File: config.mk
export PLATFORM = sky130hd
export DESIGN_NAME = tbo_front
export DESIGN_NICKNAME = d
export VERILOG_FILES = /design/src/rtl/tbo_pkg.sv /design/src/rtl/tbo_front.sv
export SDC_FILE = /design/constraint.sdc
export NUM_CORES = 1
export LEC_CHECK = 0
export ABC_CLOCK_PERIOD_IN_PS = 9000
export BUFFER_PORTS_ARGS = -buffer_cell sky130_fd_sc_hd__clkbuf_2
export CORE_AREA = 2 2 295 297
export DETAILED_ROUTE_END_ITERATION = 16
export DIE_AREA = 0 0 297 299
export MAX_ROUTING_LAYER = met4
export PLACE_DENSITY = 0.53
export SETUP_SLACK_MARGIN = 0.15
export SKIP_LAST_GASP = 1
export SLEW_MARGIN = 25
export SYNTH_ARGS = -nofsm -noshare
export SYNTH_HDL_FRONTEND = slang
export SYNTH_SLANG_ARGS = --single-unit
File: constraint.sdc
create_clock -name vclk -period 9
set_input_delay 0.45 -clock vclk [all_inputs]
set_output_delay 0.45 -clock vclk [all_outputs]
set_load 0.05 [all_outputs]
File: src/rtl/tbo_pkg.sv
// tbo_pkg: shared field width for the triangle/box overlap pipeline.
// No dependencies.
package tbo_pkg;
  localparam int unsigned FieldBits = 60;
endpackage

File: src/rtl/tbo_front.sv
// tbo_front: unpack, recentre on the box and form the triangle edges.
// Depends on tbo_pkg.
module tbo_front #(
  parameter int unsigned CoordBits = 20
) (
  input  logic [tbo_pkg::FieldBits-1:0] vertex_a_i,
  input  logic [tbo_pkg::FieldBits-1:0] vertex_b_i,
  input  logic [tbo_pkg::FieldBits-1:0] vertex_c_i,
  input  logic [tbo_pkg::FieldBits-1:0] box_center_i,
  input  logic [tbo_pkg::FieldBits-1:0] box_half_extent_i,
  output logic signed [CoordBits+1:0]   v_o [3][3],
  output logic signed [CoordBits+2:0]   e_o [3][3],
  output logic [CoordBits-1:0]          h_o [3]
);
  localparam int unsigned PackBits = 3 * CoordBits;
  localparam int unsigned PadBits  = (PackBits > tbo_pkg::FieldBits) ?
                                     PackBits : tbo_pkg::FieldBits;

  logic [PadBits-1:0] w_s [4];
  logic [PadBits-1:0] h_s;

  always_comb begin
    w_s[0] = PadBits'(vertex_a_i);
    w_s[1] = PadBits'(vertex_b_i);
    w_s[2] = PadBits'(vertex_c_i);
    w_s[3] = PadBits'(box_center_i);
    h_s    = PadBits'(box_half_extent_i);
    for (int q = 0; q < 3; q++) begin
      h_o[q] = h_s[q*CoordBits +: CoordBits];
      for (int i = 0; i < 3; i++) begin
        v_o[i][q] = (CoordBits+2)'($signed(w_s[i][q*CoordBits +: CoordBits]))
                  - (CoordBits+2)'($signed(w_s[3][q*CoordBits +: CoordBits]));
      end
      e_o[0][q] = (CoordBits+3)'(v_o[1][q]) - (CoordBits+3)'(v_o[0][q]);
      e_o[1][q] = (CoordBits+3)'(v_o[2][q]) - (CoordBits+3)'(v_o[1][q]);
      e_o[2][q] = (CoordBits+3)'(v_o[0][q]) - (CoordBits+3)'(v_o[2][q]);
    end
  end
endmodule

==> impl_metrics.env <==
export IMPL_outcome="completed"
export IMPL_seqPwrFrac=0
export IMPL_arrival_ns=5.74
export IMPL_postSynthNetCount=3318
export IMPL_timing_fmax_mhz=162
export IMPL_grt_pass1_vias=19800
export IMPL_wl_per_cell_um=19.8
export IMPL_nFlopsAndLatches=0
export IMPL_powerDensity_nw_per_um2=353
export IMPL_crit_start="box_center_i[20]"
export IMPL_fp_coreArea_um2=85900
export IMPL_hold_buffers=0
export IMPL_wirelength_mm=87.2
export IMPL_crit_end="e_o[43]"
export IMPL_max_stage_delay_ns=0.72
export IMPL_drc_errors=0
export IMPL_fp_row_count=108
export IMPL_top_layer="met4"
export IMPL_firstDrtPassIters=5
export IMPL_syn_area_um2=18500
export IMPL_min_from="box_half_extent_i[2]"
export IMPL_initial_utilization=0.216
export IMPL_critPathKind="in2out"
export IMPL_finalWorstSetupSlack_ns=2.81
export IMPL_regArea_um2=0
export IMPL_p_clk_frac=0
export IMPL_clkbuf_count=0
export IMPL_slew_viol_final=0
export IMPL_crit_buf_inv=4
export IMPL_gp_congestion=0.971
export IMPL_fillCellCount=9794
export IMPL_fin_tns_setup_ns=0
export IMPL_setup_violations=0
export IMPL_ir_drop_mv=0.321
export IMPL_post_cts_resized=0
export IMPL_p_int_w=0.00197
export IMPL_num_io_pins=765
export IMPL_antenna_left=0
export IMPL_cp_cell_sequence="clkbuf_2 > ha_1 > inv_1 > fa_1 > xor2_1 > inv_1 > ha_1 > nor2b_1 > o21ai_0 > a21boi_0 > o21ai_0 > a21boi_0 > o31ai_1 > a221oi_1 > o221ai_1 > nand4_1 > a2111oi_1 > o31ai_1 > a21oi_1 > xnor2_1 > clkbuf_2"
export IMPL_finalCriticalPeriod_ns=6.19
export IMPL_area_growth_pct=22.0
export IMPL_total_leakage_power_nw=11.8
export IMPL_sw_frac_of_total=0.754
export IMPL_drive_gt1_frac=0.230
export IMPL_crit_fanout=4
export IMPL_vias=21000
export IMPL_die_h_um=299
export IMPL_crit_cells=21
export IMPL_wl_met3_mm=5.45
export IMPL_syn_inst=2677
export IMPL_route_met2_wl_mm=39.4
export IMPL_multi_input_area_um2=16500
export IMPL_chipWidth_um=297
export IMPL_cp_end_kind="primary output"
export IMPL_dp_hpwl_mm=79.8
export IMPL_worstPathRequired_ns=8.55
export IMPL_port_buffers=645
export IMPL_tightest_slew_ns=0.937
export IMPL_dp_slack_ns=2.86
export IMPL_maxCapViolCount=0
export IMPL_dieArea_um2=88800
export IMPL_grt_ovfl_total=0
export IMPL_startpoint_type="input pin"
export IMPL_relSlewSlack=0.372
export IMPL_yosysWarnings=0
export IMPL_drt_iter0_drc=1077
export IMPL_power_switching_w=0.00602
export IMPL_utilization=0.263
export IMPL_ys_seq_area_frac=0
export IMPL_hold_viol_final=0
export IMPL_layout_nets=3874
export IMPL_grt_max_degree=15
export IMPL_rsz0062_at_grt="no"
export IMPL_synth_distinct_cells=105
export IMPL_hp_class="in2out"
export IMPL_via_per_inst=4.77
export IMPL_path_delay_family="compound AO/OA/AOI/OAI gates"
export IMPL_synth_area_per_cell_um2=6.92
export IMPL_power_frac_comb=1.000
export IMPL_cts_setup_buffers=0
export IMPL_met1_length_mm=39.4
export IMPL_track_usage=0.188
export IMPL_grt_antenna_before_repair=15
export IMPL_finalCritPeriodShare=0.688
export IMPL_cp_slowest_cell="a2111oi_1"
export IMPL_grt_first_pass_wirelength_mm=124
-- cell families after synthesis --
logic type / after synthesis / share of synthesized area
XOR/XNOR: 292 / 0.140
AND/OR/NAND/NOR: 806 / 0.217
adder cells (fa/ha/maj): 352 / 0.244
multiplexers: 5 / 0.00270
AO/OA/AOI/OAI: 763 / 0.287
buffers and inverters: 459 / 0.109
-- layer usage --
layer | track usage | vias to the layer above
met3 | 0.0405 | 132
met1 | 0.237 | 9736
met4 | 0.0584 | 0
met2 | 0.301 | 541
li1 | - | 10600
met5 | - | -
-- power by group through the flow --
stage	clock [W]	sequential [W]	combinational, W
2_1_floorplan	0	0	0.00601
3_3_place_gp	0	0	0.00798
3_5_place_dp	0	0	0.00797
4_1_cts	0	0	0.00801
5_1_grt	0.000000000188	0	0.00843
6_report	0.000000000188	0	0.00799
-- placed cells by master (no fill, tap or decap), types with 8 or more instances in the layout --
| master | count |
|---|---|
| and2_1 | 20 |
| nor2b_1 | 66 |
| diode_2 | 13 |
| a21boi_0 | 26 |
| a211o_1 | 15 |
| a211oi_1 | 24 |
| nor3_1 | 75 |
| or3_1 | 26 |
| and3_1 | 23 |
| clkbuf_2 | 645 |
| nor2_1 | 238 |
| o21ai_0 | 132 |
| o31a_1 | 13 |
| ha_1 | 323 |
| or2_2 | 20 |
| xnor2_1 | 181 |
| a21oi_1 | 176 |
| nand3b_1 | 8 |
| nand2_1 | 165 |
| o21bai_1 | 24 |
| o21a_1 | 56 |
| nand2b_1 | 54 |
| xor2_1 | 105 |
| nand4_1 | 15 |
| o31ai_1 | 20 |
| nand3_1 | 49 |
| fa_1 | 18 |
| a21o_1 | 57 |
| o211ai_1 | 26 |
| inv_1 | 361 |
| o21ai_1 | 18 |
| maj3_1 | 9 |
| o2111ai_1 | 10 |
| a31oi_1 | 29 |
| nor4_1 | 9 |
-- how the worst min path moves through the flow --
stage | to | cells past startpoint | slack [ns]
6_report | h_o[42] | 0 | 0.90
5_1_grt | h_o[49] | 0 | 0.90
4_1_cts | h_o[0] | 0 | 0.90
3_5_place_dp | h_o[0] | 0 | 0.90
3_3_place_gp | h_o[0] | 0 | 0.90
2_1_floorplan | h_o[0] | 1 | 1.07
-- through the flow --
| stage | power [W] | instances | hold WS [ns] | area (um2) |
|---|---|---|---|---|
| 2_1_floorplan | 0.00601 | 2677 | 1.07 | 18500 |
| 3_3_place_gp | 0.00798 | 4386 | 0.900 | 22600 |
| 3_5_place_dp | 0.00797 | 4386 | 0.900 | 22600 |
| 4_1_cts | 0.00801 | 4386 | 0.900 | 22600 |
| 5_1_grt | 0.00843 | 4399 | 0.900 | 22600 |
| 6_report | 0.00799 | 4399 | 0.900 | 22600 |
-- final cells by class --
cell class                 count  share of cell area
multi-input combinational   2218               0.730
antenna                       13             0.00144
tap                         1155              0.0639
timing repair buffer         648               0.144
inverter                     365              0.0606
-- synth_stat cells (30+ instances only) --
master / n / area [um2]
ha_1: 323 / 4040
nand3_1: 49 / 245
nor2_1: 238 / 893
nor3_1: 75 / 375
o21a_1: 56 / 420
a21oi_1: 176 / 881
xnor2_1: 181 / 1590
inv_1: 361 / 1360
nand2_1: 165 / 619
buf_4: 78 / 586
a31oi_1: 30 / 188
xor2_1: 105 / 920
nand2b_1: 54 / 338
a21o_1: 57 / 428
o21ai_0: 132 / 661
nor2b_1: 66 / 413
Power figures use the tool's default switching activity.
